--- config.mk ---
export PLATFORM = sky130hd
export DESIGN_NAME = rsmp_cell
export DESIGN_NICKNAME = d
export VERILOG_FILES = /design/src/sv/rsmp_pkg.sv /design/src/sv/rsmp_cell.sv
export SDC_FILE = /design/constraint.sdc
export NUM_CORES = 1
export LEC_CHECK = 0
export BUFFER_PORTS_ARGS = -buffer_cell sky130_fd_sc_hd__buf_2
export CORE_UTILIZATION = 30
export CTS_CLUSTER_DIAMETER = 40
export DETAILED_ROUTE_END_ITERATION = 12
export PLACE_DENSITY = 0.61
export SETUP_SLACK_MARGIN = 0.15
export SLEW_MARGIN = 20
export SYNTH_ARGS = -nofsm -noshare
export SYNTH_HDL_FRONTEND = slang
export SYNTH_SLANG_ARGS = --single-unit
export TNS_END_PERCENT = 30
--- constraint.sdc ---
create_clock -name clk -period 7.2 [get_ports clk]
set_input_delay 0.36 -clock clk [delete_from_list [all_inputs] [get_ports clk]]
set_output_delay 0.36 -clock clk [all_outputs]
set_load 0.1 [all_outputs]
--- src/sv/rsmp_pkg.sv ---
// Shared types and constants for the random sample without replacement unit.
// Used by rsmp_cell and random_sample_without_replacement_unit; no dependencies.
package rsmp_pkg;

    localparam int MAX_TOTAL  = 1024;
    localparam int MAX_SELECT = 64;

    // scaling divides by 2^31-1, which the folding divider in the top level relies on
    localparam logic [31:0] RAND_LIMIT = 32'h7FFF_FFFF;

    localparam int IDX_W     = $clog2(MAX_TOTAL);
    localparam int TOTAL_W   = 11;
    localparam int SEL_W     = 7;
    localparam int RAND_W    = 31;
    localparam int PROD_W    = TOTAL_W + RAND_W;
    localparam int TAG_W     = 8;
    localparam int CFG_W     = 11;
    localparam int CFG_IDX_W = 2;

    // configuration register indexes
    typedef enum logic [CFG_IDX_W-1:0] {
        REG_TOTAL_COUNT  = 2'd0,
        REG_SELECT_COUNT = 2'd1
    } cfg_reg_t;

    typedef logic [IDX_W-1:0] idx_t;

    // command to every cell of the sorting chain
    typedef struct packed {
        logic insert;
        logic shift;
        logic flush;
    } cell_ctrl_t;

    // what a cell shows its neighbors
    typedef struct packed {
        idx_t value;
        logic valid;
        logic gt;
    } cell_link_t;

    // one permutation memory word: epoch tag and stored value
    typedef struct packed {
        logic [TAG_W-1:0] tag;
        idx_t             value;
    } perm_entry_t;

endpackage

--- src/sv/rsmp_cell.sv ---
// One cell of the sorted pick chain: holds one index, inserts in order, shifts out.
// Depends on rsmp_pkg.
module rsmp_cell (
    input  logic                clk,
    input  logic                rst_n,
    input  rsmp_pkg::cell_ctrl_t ctrl,
    input  rsmp_pkg::idx_t      ins_value,
    input  rsmp_pkg::cell_link_t from_left,
    input  rsmp_pkg::cell_link_t from_right,
    output rsmp_pkg::cell_link_t link
);

    rsmp_pkg::idx_t value_reg;
    rsmp_pkg::idx_t value_next;
    logic           valid_reg;
    logic           valid_next;
    logic           gt;

    // an empty cell counts as larger than anything
    assign gt = !valid_reg || (value_reg > ins_value);

    // insertion takes the left neighbor when it also moves up, else the new value
    always_comb
    begin
        value_next = value_reg;
        valid_next = valid_reg;
        if (ctrl.flush)
        begin
            valid_next = 1'b0;
        end
        else if (ctrl.shift)
        begin
            value_next = from_right.value;
            valid_next = from_right.valid;
        end
        else if (ctrl.insert)
        begin
            if (gt)
            begin
                value_next = from_left.gt ? from_left.value : ins_value;
            end
            valid_next = valid_reg | from_left.valid;
        end
    end

    // control state
    always_ff @(posedge clk or negedge rst_n)
    begin
        if (!rst_n)
        begin
            valid_reg <= 1'b0;
        end
        else
        begin
            valid_reg <= valid_next;
        end
    end

    // payload
    always_ff @(posedge clk)
    begin
        value_reg <= value_next;
    end

    assign link.value = value_reg;
    assign link.valid = valid_reg;
    assign link.gt    = gt;

endmodule

Word-level counts from Yosys, hierarchy flattened
Cells that the tools add are included.
{"block": "classes", "addsub": 0, "multipliers": 0, "div_mod_pow": 0, "order_cmp": 1, "n_eq_ne": 0, "n_shift": 0, "mux": 7, "bitwise": 2, "reduce_logical": 6}
{"op": "$mux 10", "count": 4}
{"op": "$gt 10x10->1", "count": 1}
{"op": "$reduce_bool 2->1", "count": 2}
{"op": "$mux 1", "count": 3}
{"op": "$reduce_and 3->1", "count": 1}
{"op": "$reduce_bool 3->1", "count": 1}
{"op": "$logic_not 1->1", "count": 1}
{"op": "$logic_or 1x1->1", "count": 1}
{"op": "$not 1->1", "count": 1}
{"op": "$or 1x1->1", "count": 1}
{"block": "totals", "reg_bits": 11, "latch_bits": 0, "mem_bits_rw": 0, "mem_bits_ro": 0, "in_bits": 39, "output_inout_bits": 12, "word_cells": 18, "n_memories": 0}

Depth between registers and ports, before layout
{"block": "depth", "depth_word": 5, "mapped_depth": 7}

Least setup slack after synthesis
Ideal clock, no wire load.
{"block": "synth_timing", "path_kind": "register -> register", "from": "register value_reg[5]", "to": "register value_reg[0] (enable)", "setup_ns": 0.395, "arrival_time_ns": 2.634, "required_time_ns": 6.805, "setup_slack_ns": 4.172, "path_stages_with_launch": 6, "period_less_slack_ns": 3.028, "cell_sequence": "edfxtp_1 > ha_1 > nand4_1 > a211oi_1 > a2111oi_2 > o32ai_1"}
{"block": "synth_via", "elab_chain_cells": 4}
{"item": "from (decl)", "line": "rsmp_cell.sv:13", "rtl": "rsmp_pkg::idx_t value_reg;"}
{"item": "from (signal assigned)", "line": "rsmp_cell.sv:62", "rtl": "value_reg <= value_next;"}
{"item": "$gt 10x10->1", "line": "rsmp_cell.sv:20", "rtl": "assign gt = !valid_reg || (value_reg > ins_value);"}
{"item": "$logic_or 1x1->1", "line": "rsmp_cell.sv:20"}
{"item": "$reduce_bool 2->1 (no source line)"}
{"item": "$reduce_and 3->1 (no source line)"}
No other way between the ends.
A chain may end at the register's enable or synchronous reset.

==> flow_summary.ini <==
[grt]
grt_util_all_layers_pct = 13.7
grt_pass1_wl_um = 2880
global_route.usage.met2_pct = 23.7
grt_pass1_vias = 691
met1_usage_pct = 16.2
grt_overflow = 0
busiest_layer = met2
antenna_found_initial = 0
grt_max_degree = 24
met3_usage_pct = 3.55

[detailed_routing]
drt-vias-per-instance = 4.61
postRouteAntennaNets = 0
wire_per_inst_um = 10.6
vias = 784
dr.first_iter.drc_count = 8
wl_um = 1800
dr.pass1.iters = 4
drc = 0

[sta]
layout_min_cycle_time_ps = 2500
slew_headroom_pct = 67.4
whs_ps = 265
skew_ps = 5.55
hold_violations = 0
worstMarginPinSlew_ps = 493
max_freq_mhz = 399
rsz0062_at_grt = false
setup_viol = 0
timing.final.crit_share_pct = 34.8
tns_ps = 0
slew_viol_final = 0

[critical_path]
cp_cell_sequence = ha_1, a21o_1, a21o_1, a2111oi_2, o21ai_0, buf_2
cpMostUsedCell = a21o_1
worstPathMaxFanout = 2
cp-end-kind = output port
crit_required_ps = 6840
cp_slowest_cell = a2111oi_2
worstPathArrival_ps = 2140
slowest_delay_ps = 410
start_kind = flip-flop
path_class = reg -> out
rr_worst_depth = 6

[logic_synthesis]
syn_area_per_cell_um2 = 9.41
syn_nets = 139
seq_area_frac_synth_pct = 38.4
syn_inst = 90
synth.ff_latch_count = 11
syn_area_um2 = 847
yosysWarnings = 0
synth_cell_type_count = 20

[pwr]
ir_drop_uv = 112
pwr-share-clk_pct = 19.8
pwr-share-comb_pct = 43.3
internal-power_uw = 124
p_per_area_nw_per_um2 = 189
power_switching_uw = 92.5
power_leakage_nw = 0.604
seq_power_share_pct = 37.0
switching_share_pct = 42.7
power.total_uw = 217

[placement]
globalplace.congestion = 0.690
dp_hpwl_um = 1520
numPortBuffers = 49

[die]
start_util_pct = 33.0
dieHeight_um = 55.1
die-area_um2 = 3040
top_level_ports = 51
num_rows = 18
fp.dieW_um = 55.1
core_um2 = 2570

[final_layout]
drive_gt1_share_pct = 38.6
nets = 190
layout.cells.most_common = buf_2
area_delta_synth_final_pct = 35.3
final_cell_mix = buf_2, inv_1, nand2_1, o21ai_0
diodes = 0
nFillCells = 275
largest_register_ffs = 10

[cts]
htreeDepth = 1
numCtsBuffers = 3
cts-root-buf = clkbuf_4
clock_sinks = 11
cts.clk_slew.worst_paths_ps = 80
clk_latency_ps = 270
clock_path_buffers = 2
tritoncts = yes

[min_path]
hold_path_class = in -> reg
min_path_cells = 2

[run_status]
status = finished clean

[run]
maxCapViolations = 0
path summary, 6_finish.rpt:
check	start	to	slack [ps]
worst max register to register	value_reg[5]	value_reg[1]	5150
worst max-delay path	value_reg[3]	link[0]	4700
worst min register to register	valid_reg	valid_reg	680
min in group asynchronous	rst_n	valid_reg	380
max in group asynchronous	rst_n	valid_reg	6730
worst min-delay path	ctrl[0]	valid_reg	270
synth_stat cells:
| library cell | instances | share of area, % |
|---|---|---|
| ha_1 | 10 | 15 |
| a2111oi_2 | 1 | 1.8 |
| o21ai_0 | 12 | 7.1 |
| nor2_1 | 2 | 0.89 |
| buf_4 | 2 | 1.8 |
| nand4_1 | 2 | 1.5 |
| mux2i_1 | 10 | 12 |
| inv_1 | 12 | 5.3 |
| buf_2 | 1 | 0.59 |
| o32ai_1 | 1 | 1.0 |
| o31ai_1 | 1 | 0.89 |
| a211oi_1 | 1 | 0.89 |
| nand2b_1 | 2 | 1.5 |
| clkbuf_1 | 2 | 0.89 |
| dfrtp_1 | 1 | 3.0 |
| edfxtp_1 | 10 | 35 |
| a21oi_1 | 5 | 3.0 |
| o211ai_1 | 1 | 0.89 |
| a21o_1 | 2 | 1.8 |
| nand2_1 | 12 | 5.3 |
logic make-up after synthesis:
| family | synth area share (%) |
|---|---|
| AOI/OAI and AO/OA | 17.3 |
| adders and majority gates | 14.8 |
| buffers and inverters | 8.57 |
| DFF | 38.4 |
| muxes | 11.8 |
| and+or+nand+nor | 9.16 |
per-stage QoR:
stage	area, um^2	std cells	setup WS (ps)	utilization (%)
after floorplan	847	90	4170	-
after global placement	1110	165	4860	43.2
after detailed placement	1110	165	4860	43.2
after CTS	1150	170	4660	44.6
after global routing	1150	170	4520	44.6
final	1150	170	4700	44.6
timing repair:
item	CTS	global route
hold buffers	1	0
setup buffers	0	0
resized for setup	0	0
endpoints found under the hold margin	1	0
per-layer routing:
layer	vias up	part of all wire (%)
met1	337	42
met2	27	50
met3	0	7.7
met4	0	0
met5	-	0
li1	420	-
power by group through the flow:
stage          registers (mW)  clock network, mW  logic [mW]
2_1_floorplan           0.120                  0      0.0348
3_3_place_gp           0.0816                  0      0.0935
3_5_place_dp           0.0818                  0      0.0945
4_1_cts                0.0803             0.0456      0.0953
5_1_grt                0.0811             0.0479       0.102
6_report               0.0802             0.0429      0.0939
critical path: cells and delay by family, from the launching register on:
kind                       cells  cell delay [ps]
AOI/OAI and AO/OA              4              870
adders and majority gates      1              310
buffers and inverters          1              300
DFF                            1              400
final cells by class:
class	instances	area [um^2]	area share (%)
clock buffers	4	26.3	2.29
multi-input cells	62	449	39.2
inverters	12	45.0	3.93
well taps	30	37.5	3.28
repair buffers	51	263	22.9
flip-flops and latches	11	325	28.4
(Power assumes the default switching activity.)
